[src/lpeg_pkg.sv]
// ----------------------------------------------------------------------------
// lpeg_pkg
// types, constants and helpers shared by the long press erase gesture core
// ----------------------------------------------------------------------------
package lpeg_pkg;

    localparam logic [15:0] SAT16_MAX       = 16'hFFFF;
    localparam logic [8:0]  PERIOD_START_MS = 9'd500;
    localparam logic [8:0]  PERIOD_SPAN_MS  = 9'd400;
    localparam logic [15:0] ARM_RESET_MS    = 16'd6000;
    localparam logic [9:0]  GAP_RESET_MS    = 10'd60;

    // held * span is 25 bits, quotient stays below 400 so 9 bits suffice
    localparam int PROD_W    = 25;
    localparam int QUO_W     = 9;
    localparam int CNT_W     = 4;
    localparam logic [CNT_W-1:0] DIV_LAST = CNT_W'(QUO_W - 1);

    // configuration register indexes
    localparam logic CFG_ARM_TIME    = 1'b0;
    localparam logic CFG_REPAINT_GAP = 1'b1;

    typedef enum logic [1:0] {
        MODE_WAIT = 2'd0,
        MODE_RUN  = 2'd1,
        MODE_DONE = 2'd2
    } mode_t;

    typedef enum logic [1:0] {
        RING_NONE = 2'd0,
        RING_RED  = 2'd1,
        RING_OFF  = 2'd2
    } ring_t;

    typedef enum logic [2:0] {
        ST_IDLE,
        ST_DECIDE,
        ST_CHECK,
        ST_DIV,
        ST_BLINK,
        ST_OUT
    } ctrl_state_t;

    typedef struct packed {
        logic capture;
        logic resolve;
        logic accum;
        logic arm;
        logic mul;
        logic div_step;
        logic blink;
        logic out_load;
    } lpeg_cmd_t;

    typedef struct packed {
        logic tick_run;
        logic at_limit;
        logic div_last;
        logic out_free;
    } lpeg_stat_t;

    function automatic logic [15:0] sat_add16(input logic [15:0] a, input logic [9:0] b);
        logic [16:0] s;
        s = {1'b0, a} + {7'd0, b};
        return s[16] ? SAT16_MAX : s[15:0];
    endfunction

endpackage

[src/lpeg_ctrl.sv]
// ----------------------------------------------------------------------------
// lpeg_ctrl
// sequencing state machine for the long press erase gesture core
// ----------------------------------------------------------------------------
module lpeg_ctrl (
    input  logic                 aclk,
    input  logic                 aresetn,
    input  logic                 s_valid,
    output logic                 s_ready,
    input  lpeg_pkg::lpeg_stat_t stat,
    output lpeg_pkg::lpeg_cmd_t  cmd
);

    lpeg_pkg::ctrl_state_t state_reg, state_next;

    always_ff @(posedge aclk) begin
        if (!aresetn) begin
            state_reg <= lpeg_pkg::ST_IDLE;
        end else begin
            state_reg <= state_next;
        end
    end

    always_comb begin
        state_next = state_reg;
        cmd        = '0;
        s_ready    = 1'b0;
        case (state_reg)
            lpeg_pkg::ST_IDLE: begin
                // no request taken while reset is held
                s_ready     = aresetn;
                cmd.capture = s_valid && aresetn;
                if (s_valid && aresetn) begin
                    state_next = lpeg_pkg::ST_DECIDE;
                end
            end
            lpeg_pkg::ST_DECIDE: begin
                if (stat.tick_run) begin
                    cmd.accum  = 1'b1;
                    state_next = lpeg_pkg::ST_CHECK;
                end else begin
                    cmd.resolve = 1'b1;
                    state_next  = lpeg_pkg::ST_OUT;
                end
            end
            lpeg_pkg::ST_CHECK: begin
                if (stat.at_limit) begin
                    cmd.arm    = 1'b1;
                    state_next = lpeg_pkg::ST_OUT;
                end else begin
                    cmd.mul    = 1'b1;
                    state_next = lpeg_pkg::ST_DIV;
                end
            end
            lpeg_pkg::ST_DIV: begin
                cmd.div_step = 1'b1;
                if (stat.div_last) begin
                    state_next = lpeg_pkg::ST_BLINK;
                end
            end
            lpeg_pkg::ST_BLINK: begin
                cmd.blink  = 1'b1;
                state_next = lpeg_pkg::ST_OUT;
            end
            lpeg_pkg::ST_OUT: begin
                if (stat.out_free) begin
                    cmd.out_load = 1'b1;
                    state_next   = lpeg_pkg::ST_IDLE;
                end
            end
            default: begin
                state_next = lpeg_pkg::ST_IDLE;
            end
        endcase
    end

endmodule

[src/lpeg_datapath.sv]
// ----------------------------------------------------------------------------
// lpeg_datapath
// gesture state, serial divider and result registers
// ----------------------------------------------------------------------------
module lpeg_datapath (
    input  logic                 aclk,
    input  logic                 aresetn,
    input  logic                 cfg_wr_en,
    input  logic                 cfg_index,
    input  logic [15:0]          cfg_wr_data,
    input  logic                 s_action,
    input  logic                 s_button_down,
    input  logic [9:0]           s_elapsed_ms,
    input  logic                 m_ready,
    output logic                 m_valid,
    output logic                 m_led_armed,
    output logic [1:0]           m_ring_command,
    output logic                 m_finished,
    output logic                 m_erase,
    input  lpeg_pkg::lpeg_cmd_t  cmd,
    output lpeg_pkg::lpeg_stat_t stat
);

    // configuration
    logic [15:0] arm_time_reg;
    logic [9:0]  gap_reg;

    // gesture state
    lpeg_pkg::mode_t mode_reg, mode_next;
    logic [15:0] held_reg, held_next;
    logic [15:0] phase_reg, phase_next;
    logic [15:0] since_reg, since_next;
    logic        blink_reg, blink_next;
    logic        armed_reg, armed_next;
    logic        ring_on_reg, ring_on_next;

    // captured request
    logic       in_action_reg;
    logic       in_down_reg;
    logic [9:0] in_elapsed_reg;

    // pending result
    logic            res_led_reg, res_led_next;
    lpeg_pkg::ring_t res_ring_reg, res_ring_next;
    logic            res_fin_reg, res_fin_next;
    logic            res_erase_reg, res_erase_next;

    // divider
    logic [15:0]                    rem_reg, rem_next;
    logic [lpeg_pkg::QUO_W-1:0]     lo_reg, lo_next;
    logic [lpeg_pkg::QUO_W-1:0]     quo_reg, quo_next;
    logic [lpeg_pkg::CNT_W-1:0]     cnt_reg, cnt_next;

    // output stage
    logic            m_valid_reg;
    logic            m_led_reg;
    lpeg_pkg::ring_t m_ring_reg;
    logic            m_fin_reg;
    logic            m_erase_reg;

    logic [lpeg_pkg::PROD_W-1:0] product;
    logic [16:0] trial;
    logic [16:0] trial_diff;
    logic        trial_ge;
    logic [8:0]  period;
    logic [7:0]  half;
    logic [15:0] phase_sum;
    logic        phase_hit;
    logic        blink_new;
    logic        repaint;

    assign product    = lpeg_pkg::PROD_W'(held_reg) * lpeg_pkg::PROD_W'(lpeg_pkg::PERIOD_SPAN_MS);
    assign trial      = {rem_reg, lo_reg[lpeg_pkg::QUO_W-1]};
    assign trial_ge   = trial >= {1'b0, arm_time_reg};
    assign trial_diff = trial - {1'b0, arm_time_reg};

    assign period    = lpeg_pkg::PERIOD_START_MS - quo_reg;
    assign half      = period[8:1];
    assign phase_sum = lpeg_pkg::sat_add16(phase_reg, in_elapsed_reg);
    assign phase_hit = phase_sum >= {8'd0, half};
    assign blink_new = phase_hit ? !blink_reg : blink_reg;
    assign repaint   = (blink_new != ring_on_reg) && (since_reg >= {6'd0, gap_reg});

    assign stat.tick_run = in_action_reg && (mode_reg == lpeg_pkg::MODE_RUN) && in_down_reg;
    assign stat.at_limit = held_reg >= arm_time_reg;
    assign stat.div_last = cnt_reg == lpeg_pkg::DIV_LAST;
    assign stat.out_free = !m_valid_reg || m_ready;

    always_comb begin
        mode_next      = mode_reg;
        held_next      = held_reg;
        phase_next     = phase_reg;
        since_next     = since_reg;
        blink_next     = blink_reg;
        armed_next     = armed_reg;
        ring_on_next   = ring_on_reg;
        res_led_next   = res_led_reg;
        res_ring_next  = res_ring_reg;
        res_fin_next   = res_fin_reg;
        res_erase_next = res_erase_reg;
        rem_next       = rem_reg;
        lo_next        = lo_reg;
        quo_next       = quo_reg;
        cnt_next       = cnt_reg;

        if (cmd.resolve) begin
            res_led_next   = 1'b0;
            res_ring_next  = lpeg_pkg::RING_NONE;
            res_fin_next   = 1'b0;
            res_erase_next = 1'b0;
            if (!in_action_reg) begin
                if (mode_reg == lpeg_pkg::MODE_WAIT) begin
                    held_next    = '0;
                    phase_next   = '0;
                    blink_next   = 1'b0;
                    armed_next   = 1'b0;
                    ring_on_next = 1'b0;
                    since_next   = lpeg_pkg::SAT16_MAX;
                    mode_next    = in_down_reg ? lpeg_pkg::MODE_RUN : lpeg_pkg::MODE_DONE;
                    res_fin_next = !in_down_reg;
                end else if (mode_reg == lpeg_pkg::MODE_DONE) begin
                    res_fin_next = 1'b1;
                end
            end else if (mode_reg == lpeg_pkg::MODE_DONE) begin
                res_fin_next = 1'b1;
            end else if (mode_reg == lpeg_pkg::MODE_RUN) begin
                // release
                mode_next      = lpeg_pkg::MODE_DONE;
                res_ring_next  = lpeg_pkg::RING_OFF;
                res_fin_next   = 1'b1;
                res_erase_next = armed_reg;
                ring_on_next   = 1'b0;
            end
        end

        if (cmd.accum) begin
            held_next  = lpeg_pkg::sat_add16(held_reg, in_elapsed_reg);
            since_next = lpeg_pkg::sat_add16(since_reg, in_elapsed_reg);
        end

        if (cmd.arm) begin
            res_led_next   = 1'b1;
            res_fin_next   = 1'b0;
            res_erase_next = 1'b0;
            res_ring_next  = armed_reg ? lpeg_pkg::RING_NONE : lpeg_pkg::RING_RED;
            if (!armed_reg) begin
                ring_on_next = 1'b1;
            end
            armed_next = 1'b1;
        end

        if (cmd.mul) begin
            rem_next = product[lpeg_pkg::PROD_W-1:lpeg_pkg::QUO_W];
            lo_next  = product[lpeg_pkg::QUO_W-1:0];
            quo_next = '0;
            cnt_next = '0;
        end

        if (cmd.div_step) begin
            rem_next = trial_ge ? trial_diff[15:0] : trial[15:0];
            lo_next  = {lo_reg[lpeg_pkg::QUO_W-2:0], 1'b0};
            quo_next = {quo_reg[lpeg_pkg::QUO_W-2:0], trial_ge};
            cnt_next = cnt_reg + 1'b1;
        end

        if (cmd.blink) begin
            phase_next     = phase_hit ? 16'd0 : phase_sum;
            blink_next     = blink_new;
            res_led_next   = blink_new;
            res_fin_next   = 1'b0;
            res_erase_next = 1'b0;
            res_ring_next  = lpeg_pkg::RING_NONE;
            if (repaint) begin
                ring_on_next  = blink_new;
                since_next    = '0;
                res_ring_next = blink_new ? lpeg_pkg::RING_RED : lpeg_pkg::RING_OFF;
            end
        end
    end

    always_ff @(posedge aclk) begin
        if (!aresetn) begin
            arm_time_reg <= lpeg_pkg::ARM_RESET_MS;
            gap_reg      <= lpeg_pkg::GAP_RESET_MS;
            mode_reg     <= lpeg_pkg::MODE_WAIT;
            held_reg     <= '0;
            phase_reg    <= '0;
            since_reg    <= lpeg_pkg::SAT16_MAX;
            blink_reg    <= 1'b0;
            armed_reg    <= 1'b0;
            ring_on_reg  <= 1'b0;
            cnt_reg      <= '0;
            m_valid_reg  <= 1'b0;
        end else begin
            if (cfg_wr_en) begin
                if (cfg_index == lpeg_pkg::CFG_ARM_TIME) begin
                    arm_time_reg <= cfg_wr_data;
                end else begin
                    gap_reg <= cfg_wr_data[9:0];
                end
            end
            mode_reg    <= mode_next;
            held_reg    <= held_next;
            phase_reg   <= phase_next;
            since_reg   <= since_next;
            blink_reg   <= blink_next;
            armed_reg   <= armed_next;
            ring_on_reg <= ring_on_next;
            cnt_reg     <= cnt_next;
            if (cmd.out_load) begin
                m_valid_reg <= 1'b1;
            end else if (m_ready) begin
                m_valid_reg <= 1'b0;
            end
        end
    end

    always_ff @(posedge aclk) begin
        if (cmd.capture) begin
            in_action_reg  <= s_action;
            in_down_reg    <= s_button_down;
            in_elapsed_reg <= s_elapsed_ms;
        end
        res_led_reg   <= res_led_next;
        res_ring_reg  <= res_ring_next;
        res_fin_reg   <= res_fin_next;
        res_erase_reg <= res_erase_next;
        rem_reg       <= rem_next;
        lo_reg        <= lo_next;
        quo_reg       <= quo_next;
        if (cmd.out_load) begin
            m_led_reg   <= res_led_reg;
            m_ring_reg  <= res_ring_reg;
            m_fin_reg   <= res_fin_reg;
            m_erase_reg <= res_erase_reg;
        end
    end

    assign m_valid        = m_valid_reg;
    assign m_led_armed    = m_led_reg;
    assign m_ring_command = m_ring_reg;
    assign m_finished     = m_fin_reg;
    assign m_erase        = m_erase_reg;

endmodule

[src/long_press_erase_gesture_core.sv]
// ----------------------------------------------------------------------------
// long_press_erase_gesture_core
// long press erase gesture: boot check, held time, blink rate, arming, erase
// ----------------------------------------------------------------------------
// sequence: boot checks, releases and ignored requests go through decide and out,
//   a hold at the arm limit adds the limit check, and a blink tick adds the limit
//   check, the bit-serial restoring divider that scales held time into the blink
//   period, and the blink update; one request is taken at a time
// reset: synchronous active-low aresetn; registers return to 6000 ms / 60 ms,
//   the gesture waits for a boot check, and no result is pending
module long_press_erase_gesture_core (
    input  logic        aclk,
    input  logic        aresetn,

    // configuration write port
    input  logic        cfg_wr_en,
    input  logic        cfg_index,
    input  logic [15:0] cfg_wr_data,

    // request channel
    input  logic        s_valid,
    output logic        s_ready,
    input  logic        s_action,
    input  logic        s_button_down,
    input  logic [9:0]  s_elapsed_ms,

    // result channel
    output logic        m_valid,
    input  logic        m_ready,
    output logic        m_led_armed,
    output logic [1:0]  m_ring_command,
    output logic        m_finished,
    output logic        m_erase
);

    // commands from the sequencer and status back from the datapath
    lpeg_pkg::lpeg_cmd_t  cmd;
    lpeg_pkg::lpeg_stat_t stat;

    // sequencer: takes a request only when idle, then walks it through decide and,
    // for a tick, limit check, divide and blink update before loading the result
    lpeg_ctrl u_ctrl (
        .aclk    (aclk),
        .aresetn (aresetn),
        .s_valid (s_valid),
        .s_ready (s_ready),
        .stat    (stat),
        .cmd     (cmd)
    );

    // datapath: gesture state, config registers, serial divider and the
    // output register that lets a result wait while the next request is taken
    lpeg_datapath u_datapath (
        .aclk           (aclk),
        .aresetn        (aresetn),
        .cfg_wr_en      (cfg_wr_en),
        .cfg_index      (cfg_index),
        .cfg_wr_data    (cfg_wr_data),
        .s_action       (s_action),
        .s_button_down  (s_button_down),
        .s_elapsed_ms   (s_elapsed_ms),
        .m_ready        (m_ready),
        .m_valid        (m_valid),
        .m_led_armed    (m_led_armed),
        .m_ring_command (m_ring_command),
        .m_finished     (m_finished),
        .m_erase        (m_erase),
        .cmd            (cmd),
        .stat           (stat)
    );

endmodule

[config.mk]
export PLATFORM = sky130hd
export DESIGN_NAME = long_press_erase_gesture_core
export DESIGN_NICKNAME = d
export VERILOG_FILES = /design/src/lpeg_pkg.sv /design/src/lpeg_ctrl.sv /design/src/lpeg_datapath.sv /design/src/long_press_erase_gesture_core.sv
export SDC_FILE = /design/constraint.sdc
export NUM_CORES = 1
export LEC_CHECK = 0
export BUFFER_PORTS_ARGS = -buffer_cell sky130_fd_sc_hd__buf_2
export CORE_MARGIN = 4
export CORE_UTILIZATION = 24
export CTS_BUF_LIST = sky130_fd_sc_hd__clkbuf_4 sky130_fd_sc_hd__clkbuf_8
export DETAILED_ROUTE_END_ITERATION = 8
export HOLD_SLACK_MARGIN = 0.02
export PLACE_DENSITY = 0.4
export SLEW_MARGIN = 5
export SYNTH_ARGS = -nofsm -noshare
export SYNTH_HDL_FRONTEND = slang
export SYNTH_SLANG_ARGS = --single-unit
[constraint.sdc]
create_clock -name aclk -period 6.3 [get_ports aclk]
set_input_delay 0.945 -clock aclk [delete_from_list [all_inputs] [get_ports aclk]]
set_output_delay 0.945 -clock aclk [all_outputs]
set_load 0.02 [all_outputs]
; ---- Word level (Yosys, flattened, before mapping)
; Cells that the tools add are included.
[op_classes]
add_sub_neg = 6
n_mul = 1
magnitude_cmp = 4
eq_ne = 17
mux = 84
bitwise_logic = 1
n_reduce_logical = 28
[ops]
columns = op, n
row1 = $mux 16, 18
row2 = $add 16x10->17, 3
row3 = $mux 1, 39
row4 = $mux 9, 4
row5 = $mux 2, 15
row6 = $mul 16x5->21 const B, 1
row7 = $pmux 3 s6, 1
row8 = $reduce_bool 2->1, 9
row9 = $ge 17x16->1, 1
row10 = $ge 16x10->1, 1
row11 = $ge 16x16->1, 1
row12 = $ge 16x8->1, 1
row13 = $sub 16x16->16, 1
row14 = $mux 3, 5
row15 = $ne 2x2->1 const B, 7
row16 = $reduce_and 3->1, 4
row17 = $sub 9x9->9 const A, 1
row18 = $mux 4, 2
row19 = $eq 3x2->1 const B, 2
row20 = $eq 3x3->1 const B, 2
row21 = $add 4x1->4 const B, 1
row22 = $eq 4x4->1 const B, 1
row23 = $logic_and 1x1->1, 4
row24 = $reduce_and 2->1, 2
row25 = other kinds (13), 15
[word_totals]
ff_bits = 139

; ---- Longest topological paths before layout
; Gate-level depths: netlist of the first run.
[logic_depth]
ltp_word = 10
mapped_depth = 22
mapped_depth_nobuf = 18

; ---- Hierarchy
; Synthesis of the first run repeated with hierarchy kept, for this count alone.
[hier_totals]
hier_cells = 1208
area_unflattened_um2 = 10555.1
[by_module_without_submodules]
columns = mod, instances, cells_each, area_per_inst_um2, seq_area_each_um2
row1 = lpeg_datapath, 1, 1167, 10262.3, 3223.1
row2 = lpeg_ctrl, 1, 41, 292.8, 60.1

; ---- Least setup slack after synthesis of the first run
; Ideal clock, no wire load.
[synth_path]
path_kind = flip-flop to flip-flop
from = register u_datapath.in_elapsed_reg[0]
to = register u_datapath.since_reg[10]
setup_time_ns = 0.066
arrival_ns = 4.437
t_required_ns = 6.234
path_slack_ns = 1.797
path_stages_with_launch = 22
n_path_buf = 4
cell_sequence = edfxtp_1 -> ha_1 -> fa_1 -> a211oi_2 -> o211ai_2 -> a2111oi_1 -> or3_1 -> buf_2 -> o21ai_0 -> ha_1 -> a21oi_1 -> o21ai_0 -> a221o_1 -> a221o_1 -> a211oi_1 -> and4b_1 -> buf_6 -> xnor3_1 -> and3_1 -> buf_6 -> buf_6 -> a21oi_2
[synth_between]
elab_chain_cells = 8
elab_cells_between_ends = 11
classes_between = add/sub: 2 / order compare: 1 / eq/ne: 1 / mux: 6 / reduce/logical: 1
[synth_rtl]
columns = element, line
row1 = "start, declared", lpeg_datapath.sv:40  ; logic [9:0] in_elapsed_reg;
row2 = "start signal, assigned", lpeg_datapath.sv:222  ; in_elapsed_reg <= s_elapsed_ms;
row3 = $add 16x10->17, lpeg_pkg.sv:64  ; s = {1'b0, a} + {7'd0, b};
row4 = $mux 16, lpeg_pkg.sv:65  ; return s[16] ? SAT16_MAX : s[15:0];
row5 = $ge 16x8->1, lpeg_datapath.sv:80  ; assign phase_hit = phase_sum >= {8'd0, half};
row6 = $mux 1, lpeg_datapath.sv:81  ; assign blink_new = phase_hit ? !blink_reg : blink_reg;
row7 = $ne 1x1->1, lpeg_datapath.sv:82  ; assign repaint = (blink_new != ring_on_reg) && (since_reg >= {6'd0, gap_reg});
row8 = $logic_and 1x1->1, lpeg_datapath.sv:82
row9 = $mux 16, lpeg_datapath.sv:173  ; if (repaint) begin
row10 = $mux 16 *, lpeg_datapath.sv:166  ; if (cmd.blink) begin
row11 = "end signal, assigned", lpeg_datapath.sv:188  ; since_reg <= lpeg_pkg::SAT16_MAX;
row12 = "end signal, assigned", lpeg_datapath.sv:205  ; since_reg <= since_next;
row13 = "end, declared", lpeg_datapath.sv:32  ; logic [15:0] since_reg, since_next;
; Mark *: on every way between the ends. The rest lies on a longest branch, timed or not.
; A chain may end at the register's enable or synchronous reset.

; ---- Worst setup path in the final report of the first run
[layout_path]
from = register u_datapath.in_elapsed_reg[0]
to = register u_datapath.since_reg[11]
; The elaborated chain is that of the path after synthesis.

==> impl_metrics.py, run 1 <==
metrics = {
    "timing": {
        "setup_viol": 0,
        "period_needed_ps": 5205,
        "maxSlewHeadroom": 0.3210,
        "skew_ps": 18.87,
        "worstMarginPinSlew_ps": 1015,
        "drv_slew": 0,
        "finalHoldViolations": 0,
        "grt_setup_unrepaired": "no",
        "fin_setup_tns_ps": 0,
        "post-route-period-util": 0.8262,
        "timing.fmax_mhz": 192.1,
    },
    "pwr": {
        "worst_ir_drop_vdd_mv": 0.1057,
        "sw_frac_of_total": 0.2769,
        "net-switching-power_w": 0.0005821,
        "cellLeakagePower_nw": 5.106,
        "combPwrFrac": 0.123,
        "finalPower_w": 0.002102,
        "cellPowerDensity_nw_per_um2": 183.3,
        "clkPwrFrac": 0.413,
        "p_seq_frac": 0.464,
        "p_int_w": 0.001520,
    },
    "worst_setup_path": {
        "cp_cell_sequence": "ha_1, fa_1, a211oi_2, o211ai_2, a2111oi_1, or3_1, o21ai_0, ha_1, a21oi_1, o21ai_0, a221o_1, a221o_1, a211oi_1, and4b_1, xnor3_1, and3_1, buf_4, a31oi_1",
        "worstSetupStartpointType": "flip-flop",
        "r2r_cells": 18,
        "regToRegEndpoint": "u_datapath.since_reg[11]$_SDFF_PN1_",
        "cp_max_fo": 16,
        "endpoint_kind": "flip-flop",
        "crit_path_max_incr_delay_ps": 470,
        "required_ps": 6700,
        "cp_data_arrival_time_ps": 5600,
        "slowest_stage": "a2111oi_1",
        "criticalPathCategory": "reg -> reg",
        "reg2reg_slack_ps": 1090,
        "r2r_start": "u_datapath.in_elapsed_reg[0]$_DFFE_PP_",
    },
    "routing": {
        "wirelength_um": 28830,
        "drt-initial-drc-count": 425,
        "drc": 0,
        "first_pass_iters": 5,
        "ant_nets": 0,
        "vias": 8350,
        "wire_per_inst_um": 16.49,
        "via_per_inst": 4.777,
    },
    "cells_and_area": {
        "synthToLayoutAreaGrowth_pct": 12.03,
        "fill_cells": 4550,
        "final_util": 0.2728,
        "diodes": 0,
        "nets": 1386,
        "design_area_um2": 11470,
        "mostFrequentLayoutCells": "ha_1 (141), inv_1 (118), a21oi_1 (107), nand2_1 (107), dfxtp_1 (89)",
        "layout-drive-gt1-share": 0.08850,
        "layout_commonest_cell": "ha_1",
    },
    "hold_path": {
        "min_to": "u_datapath.m_ring_command[0]$_DFFE_PP_",
        "holdPathStages": 0,
        "hold_class": "reg -> reg",
        "worstHoldStart": "u_datapath.res_ring_reg[0]$_DFFE_PP_",
    },
    "job": {
        "max_cap_viol_count": 0,
    },
    "synthesis": {
        "avgSynthCellArea_um2": 8.772,
        "yosys.area.top_type": "dfxtp_1",
        "yosysTopAreaCellShare": 0.1740,
        "yosys_register_bits": 139,
        "async_reset_ff_frac": 0,
        "synth_area_um2": 10240,
        "synthFlopType": "dfxtp_1",
        "ys_seq_area_frac": 0.3207,
        "ys_types": 73,
        "synth_top_cells_by_area": "dfxtp_1 (17%), ha_1 (17%), edfxtp_1 (15%)",
        "synth_edf_count": 50,
        "yosys_warnings": 0,
        "syn_nets": 1357,
        "syn-instance-count": 1167,
    },
    "clock_tree": {
        "cts_tree": "yes",
        "ctsHoldBuffers": 0,
        "htree_levels": 4,
        "cts.sinks": 139,
        "cts_buffer_depth": 2,
        "cts.clk_slew.worst_paths_ps": 80,
        "post-cts-setup-buffer-count": 0,
        "cts_buffers": 17,
        "cts-root-buf": "clkbuf_8",
        "clkLatencyLatePin_ps": 480,
        "post_cts_resized": 0,
    },
    "grt": {
        "antenna_found_initial": 0,
        "grt_start_max_net_pins": 49,
        "grt_pass1_wl_um": 46330,
        "grt_usage": 0.1265,
        "overflow": 0,
        "grt_pass1_vias": 8313,
    },
    "outcome": {
        "outcome": "completed",
    },
    "placement": {
        "gp_congestion": 0.8014,
        "dp_hpwl_um": 21910,
        "port-buffer-count": 40,
        "detailed_place.area_um2": 11010,
    },
    "die": {
        "rows": 75,
        "chipHeight_um": 214.5,
        "die-width_um": 214.5,
        "core_area_um2": 42040,
        "io_pins": 41,
        "start_util": 0.2435,
        "die-area_um2": 46020,
    },
}
worst max path at each step:
stage / from / endpoint / slack, ps / depth (start not counted)
2_1_floorplan: u_datapath.in_elapsed_reg[0]$_DFFE_PP_ / u_datapath.since_reg[10]$_SDFF_PN1_ / 1800 / 21
3_3_place_gp: u_datapath.in_elapsed_reg[0]$_DFFE_PP_ / u_datapath.since_reg[12]$_SDFF_PN1_ / 1230 / 18
3_5_place_dp: u_datapath.in_elapsed_reg[0]$_DFFE_PP_ / u_datapath.since_reg[12]$_SDFF_PN1_ / 1160 / 18
4_1_cts: u_datapath.in_elapsed_reg[0]$_DFFE_PP_ / u_datapath.since_reg[11]$_SDFF_PN1_ / 1100 / 18
5_1_grt: u_datapath.in_elapsed_reg[0]$_DFFE_PP_ / u_datapath.since_reg[11]$_SDFF_PN1_ / 740 / 18
6_report: u_datapath.in_elapsed_reg[0]$_DFFE_PP_ / u_datapath.since_reg[11]$_SDFF_PN1_ / 1090 / 18
cell families (layout without fill, tap and decap cells):
logic type | count (synthesis) | after routing | synth area share
AO/OA/AOI/OAI | 322 | 322 | 0.2022
AND/OR/NAND/NOR | 322 | 322 | 0.1505
buffers and inverters | 157 | 199 | 0.06001
adder cells (fa/ha/maj) | 156 | 156 | 0.2017
flip-flops | 139 | 139 | 0.3207
XOR/XNOR | 50 | 50 | 0.04412
multiplexers | 21 | 21 | 0.02090
power by group through the flow:
| stage | sequential, W | clock (W) | combinational [W] |
|---|---|---|---|
| floorplan | 0.000984 | 0 | 0.000191 |
| global route | 0.000979 | 0.000935 | 0.000293 |
| global placement | 0.000996 | 0 | 0.000261 |
| finish | 0.000974 | 0.000869 | 0.000259 |
| CTS | 0.000975 | 0.000896 | 0.000262 |
| detailed placement | 0.000996 | 0 | 0.000260 |
cell usage after synthesis, types with 15 or more instances:
master	number
a21o_1	20
a21oi_1	108
clkbuf_1	32
dfxtp_1	89
edfxtp_1	50
fa_1	15
ha_1	141
inv_1	119
mux2i_1	18
nand2_1	107
nand2b_1	18
nand3_1	21
nor2_1	72
nor3_1	21
o211ai_1	16
o21ai_0	57
o22ai_1	16
xnor2_1	34
xor2_1	15
worst max-delay path, delay by kind of cell, from the launching register on:
family,cells,cell delay (ps)
fa+ha+maj,3,1050
simple gates,3,970
buf+inv,1,210
flops,1,430
compound gates,10,2180
xor+xnor,1,270
metal layers:
layer / up-vias / wire [um] / track usage
met1: 3951 / 13920 / 0.1686
met2: 114 / 13550 / 0.2107
li1: 4258 / - / -
met5: - / 0 / 0
met3: 27 / 895 / 0.02211
met4: 0 / 462 / 0.03674
cell type report:
cell class / count / area [um^2] / share of cell area
clock buffer: 20 / 275.3 / 0.02400
clock inverter: 12 / 180.2 / 0.01571
inverter: 119 / 446.7 / 0.03895
multi-input combinational: 871 / 6349 / 0.5536
sequential: 139 / 3283 / 0.2863
tap: 539 / 674.4 / 0.05880
timing repair buffer: 48 / 260.3 / 0.02269
metrics by stage:
step	setup slack [ps]	std cells	hold slack (ps)
floorplan	1797	1167	400.3
global placement	1226	1716	420.7
detailed placement	1157	1716	415.8
CTS	1099	1748	435.8
global route	735.4	1748	441.8
finish	1095	1748	429.8
No activity file was read; power rests on OpenSTA's default activity.
==> run 2, diff against run 1 <==
- PLACE_DENSITY: 0.4 -> 0.41
- clock period: 6.3 -> 4.5 ns (I/O delays scaled with it)
==> impl_metrics.py, run 2 (same netlist as run 1, synthesis figures left out) <==
metrics = {
    "outcome": {
        "outcome": "completed",
    },
    "die": {
        "io_pins": 41,
        "chipHeight_um": 214.5,
        "core_area_um2": 42040,
        "start_util": 0.2435,
        "rows": 75,
        "die-area_um2": 46020,
        "die-width_um": 214.5,
    },
    "timing": {
        "fin_setup_tns_ps": 0,
        "period_needed_ps": 4360,
        "maxSlewHeadroom": 0.4494,
        "grt_setup_unrepaired": "yes",
        "timing.fmax_mhz": 229.4,
        "drv_slew": 0,
        "post-route-period-util": 0.9689,
        "fin_ws_ps": 139.9,
        "setup_viol": 0,
        "worstMarginPinSlew_ps": 822.8,
        "finalHoldViolations": 0,
        "skew_ps": 15.27,
    },
    "cells_and_area": {
        "diodes": 0,
        "layout-drive-gt1-share": 0.1213,
        "nets": 1414,
        "layout_commonest_cell": "ha_1",
        "final_util": 0.2788,
        "synthToLayoutAreaGrowth_pct": 14.48,
        "mostFrequentLayoutCells": "ha_1 (140), inv_1 (118), nand2_1 (107), a21oi_1 (106), dfxtp_1 (88)",
    },
    "clock_tree": {
        "cts.clk_slew.worst_paths_ps": 90,
        "htree_levels": 4,
        "cts.sinks": 139,
        "cts_tree": "yes",
        "cts-root-buf": "clkbuf_8",
        "clkLatencyLatePin_ps": 480,
        "cts_buffers": 17,
        "cts_buffer_depth": 2,
    },
    "job": {
        "max_cap_viol_count": 0,
    },
    "placement": {
        "place_ws_ps": -139.6,
        "gp_congestion": 0.8213,
        "port-buffer-count": 40,
        "dp_hpwl_um": 21450,
    },
    "worst_setup_path": {
        "endpoint_kind": "flip-flop",
        "required_ps": 4900,
        "r2r_cells": 17,
        "criticalPathCategory": "reg -> reg",
        "worstSetupStartpointType": "flip-flop",
        "cp_max_fo": 8,
        "reg2reg_slack_ps": 140,
        "cp_data_arrival_time_ps": 4760,
    },
    "routing": {
        "wire_per_inst_um": 15.94,
        "wirelength_um": 28310,
        "first_pass_iters": 5,
        "vias": 8447,
        "drt-initial-drc-count": 527,
        "ant_nets": 0,
        "drc": 0,
        "via_per_inst": 4.756,
    },
    "grt": {
        "grt_usage": 0.1260,
        "grt_pass1_vias": 8374,
        "overflow": 0,
        "grt_pass1_wl_um": 46470,
        "antenna_found_initial": 0,
        "grt_start_max_net_pins": 49,
    },
    "pwr": {
        "cellLeakagePower_nw": 5.220,
        "cellPowerDensity_nw_per_um2": 236.5,
        "finalPower_w": 0.002772,
        "worst_ir_drop_vdd_mv": 0.1368,
    },
    "hold_path": {
        "hold_class": "in -> reg",
        "holdPathStages": 1,
    },
}
==> run 2: routing by layer <==
layer / share of wire / track usage / up-vias
met5: 0 / 0 / -
met4: 0.012 / 0.03285 / 0
li1: - / - / 4303
met2: 0.47 / 0.2098 / 119
met1: 0.49 / 0.1707 / 4008
met3: 0.027 / 0.01998 / 17
==> run 2: repair_timing <==
action,4_1_cts,5_1_grt
hold buffers,0,0
buffers inserted,2,5
pin swaps,8,10
gates cloned,0,1
endpoints found under the setup margin,21,26
resized for setup,11,12
==> run 2: path summary, 6_finish.rpt <==
path / from / endpoint
worst min-delay path: s_elapsed_ms[4] / u_datapath.in_elapsed_reg[4]$_DFFE_PP_
worst max-delay path: u_datapath.in_elapsed_reg[0]$_DFFE_PP_ / u_datapath.since_reg[12]$_SDFF_PN1_
worst min register to register: u_datapath.res_ring_reg[0]$_DFFE_PP_ / u_datapath.m_ring_command[0]$_DFFE_PP_
worst max register to register: u_datapath.in_elapsed_reg[0]$_DFFE_PP_ / u_datapath.since_reg[12]$_SDFF_PN1_
==> run 2: area by class of cell <==
type | instances | area [um^2]
Clock buffer | 22 | 290.3
Clock inverter | 10 | 91.34
Fill cell | 4550 | 30320
Inverter | 119 | 446.7
Multi-Input combinational cell | 872 | 6457
Sequential cell | 139 | 3284
Tap cell | 539 | 674.4
Timing Repair Buffer | 75 | 475.5
==> run 2: metrics by stage <==
stage / hold WS (ps) / cells / instance area [um^2]
final: 369.0 / 1776 / 11720
after global routing: 319.3 / 1776 / 11720
after CTS: 312.4 / 1771 / 11630
after detailed placement: 420.9 / 1737 / 11190
after global placement: 425.6 / 1737 / 11190
after floorplan: 400.3 / 1167 / 10240
==> run 2: where the power goes <==
group          leakage [nW]  internal (W)  switching, W
Sequential             1.19       0.00133     0.0000290
Combinational          3.84      0.000154      0.000232
Clock                 0.197      0.000492      0.000533
Total                  5.22       0.00198      0.000794
==> run 2: critical path: stages (launching register included) <==
cell,delay [ps]
edfxtp_1,400
ha_2,200
fa_2,370
a211oi_4,270
o211ai_2,160
a2111oi_4,350
or3_4,220
o21ai_2,70
ha_1,330
a21oi_2,150
o21ai_1,90
a221o_1,260
a221o_1,280
a211oi_2,140
and4b_2,290
xnor3_2,300
and3_4,280
a31oi_4,140
==> run 3, diff against run 2 <==
- CORE_MARGIN: 4 -> 2
- PLACE_DENSITY: 0.41 -> 0.4
- clock period: 4.5 -> 5.35 ns (I/O delays scaled with it)
==> impl_metrics.py, run 3 (same netlist as run 1, synthesis figures left out) <==
metrics = {
    "worst_setup_path": {
        "crit_path_max_incr_delay_ps": 470,
        "worstPathBufferInverterCount": 1,
        "required_ps": 5680,
        "slowest_stage": "a2111oi_1",
        "endpoint_kind": "flip-flop",
        "criticalPathCategory": "reg -> reg",
        "crit_family": "compound AO/OA/AOI/OAI gates",
        "cp_max_fo": 9,
        "cp_cell_sequence": "ha_1, fa_1, a211oi_2, o211ai_2, a2111oi_1, or3_4, o21ai_0, ha_1, a21oi_1, o21ai_0, a221o_1, a221o_1, a211oi_1, and4b_1, buf_4, xor2_1, and2_1, o2bb2ai_1",
        "worstSetupStartpointType": "flip-flop",
        "cp_data_arrival_time_ps": 5240,
    },
    "pwr": {
        "cellLeakagePower_nw": 5.106,
        "worst_ir_drop_vdd_mv": 0.1334,
        "cellPowerDensity_nw_per_um2": 210.5,
    },
    "timing": {
        "fin_setup_tns_ps": 0,
        "finalHoldViolations": 0,
        "drv_slew": 0,
        "timing.fmax_mhz": 203.9,
        "period_needed_ps": 4905,
        "maxSlewHeadroom": 0.2668,
        "post-route-period-util": 0.9168,
        "worstMarginPinSlew_ps": 1097,
        "setup_viol": 0,
        "skew_ps": 18.38,
        "grt_setup_unrepaired": "no",
    },
    "cells_and_area": {
        "nets": 1388,
        "synthToLayoutAreaGrowth_pct": 11.90,
        "final_util": 0.2725,
        "mostFrequentLayoutCells": "ha_1 (141), inv_1 (118), a21oi_1 (108), nand2_1 (107), dfxtp_1 (89)",
        "layout_commonest_cell": "ha_1",
        "diodes": 0,
        "design_area_um2": 11460,
        "layout-drive-gt1-share": 0.09083,
    },
    "routing": {
        "first_pass_iters": 5,
        "wire_per_inst_um": 16.40,
        "vias": 8297,
        "via_per_inst": 4.741,
        "drt-initial-drc-count": 355,
        "drc": 0,
        "wirelength_um": 28700,
        "ant_nets": 0,
    },
    "clock_tree": {
        "clkLatencyLatePin_ps": 480,
        "ctsHoldBuffers": 0,
        "cts_buffers": 17,
        "cts_tree": "yes",
        "cts.clk_slew.worst_paths_ps": 80,
        "cts-root-buf": "clkbuf_8",
        "htree_levels": 4,
        "post-cts-setup-buffer-count": 0,
        "cts.sinks": 139,
        "cts_buffer_depth": 2,
    },
    "placement": {
        "port-buffer-count": 40,
        "dp_hpwl_um": 21660,
        "gp_congestion": 0.7718,
        "detailed_place.area_um2": 11020,
    },
    "die": {
        "core_area_um2": 42040,
        "die-width_um": 210.5,
        "start_util": 0.2435,
        "die-area_um2": 44320,
        "rows": 75,
        "chipHeight_um": 210.5,
        "io_pins": 41,
    },
    "grt": {
        "grt_pass1_vias": 8206,
        "overflow": 0,
        "antenna_found_initial": 0,
        "grt_pass1_wl_um": 45740,
        "grt_start_max_net_pins": 50,
        "grt_usage": 0.1338,
    },
    "job": {
        "max_cap_viol_count": 0,
    },
    "outcome": {
        "outcome": "completed",
    },
    "hold_path": {
        "hold_class": "reg -> reg",
    },
}
[run 3: cell type report]
cell class,instances,area (um^2)
repair buffers,50,275.3
flip-flops and latches,139,3283
well taps,539,674.4
clock buffers,22,284.0
multi-input cells,871,6352
fillers,4543,30580
inverters,119,446.7
clock inverters,10,140.1
[run 3: worst register-to-register path: cells and delay by family, from the launching register on]
kind                       cells  cell delay (ps)
and+or+nand+nor                3              710
AOI/OAI and AO/OA             10             2110
DFF                            1              450
adders and majority gates      3             1050
xor gates and xnor gates       1              260
buffers and inverters          1              180
[run 3: final timing paths]
kind | from | to | slack, ps | cells past startpoint
worst min register to register | u_datapath.res_ring_reg[0]$_DFFE_PP_ | u_datapath.m_ring_command[0]$_DFFE_PP_ | 430 | 0
worst max register to register | u_datapath.in_elapsed_reg[0]$_DFFE_PP_ | u_datapath.res_ring_reg[1]$_DFFE_PP_ | 450 | 18
worst min-delay path | u_datapath.res_ring_reg[0]$_DFFE_PP_ | u_datapath.m_ring_command[0]$_DFFE_PP_ | 430 | 0
worst max-delay path | u_datapath.in_elapsed_reg[0]$_DFFE_PP_ | u_datapath.res_ring_reg[1]$_DFFE_PP_ | 450 | 18
[run 3: stage by stage]
step / instances / setup WS (ps) / hold WS, ps / power [W]
floorplan: 1167 / 847.3 / 400.3 / 0.001384
global placement: 1718 / 161.3 / 415.8 / 0.001481
detailed placement: 1718 / -13.23 / 421.7 / 0.001482
CTS: 1750 / 265.1 / 437.4 / 0.002451
global route: 1750 / 27.04 / 441.1 / 0.002526
finish: 1750 / 445.0 / 430.8 / 0.002412
[run 3: layer usage]
metal  wire, um  vias up  track usage
met4        403        0      0.03545
met3        688       19      0.02041
met2      13470      102       0.2232
met5          0        -            0
li1           -     4238            -
met1      14140     3938       0.1801
[run 3: what timing repair did]
action,4_1_cts,5_1_grt
pin swaps,0,0
resized for setup,1,2
endpoints found under the setup margin,6,20
endpoints found under the hold margin,0,0
[run 3: report_power, final]
group / switching, W / leakage [nW] / total [W] / internal, W
combinational: 0.000187 / 3.70 / 0.000307 / 0.000120
clock: 0.000453 / 0.222 / 0.000957 / 0.000504
sequential: 0.0000271 / 1.19 / 0.00115 / 0.00112
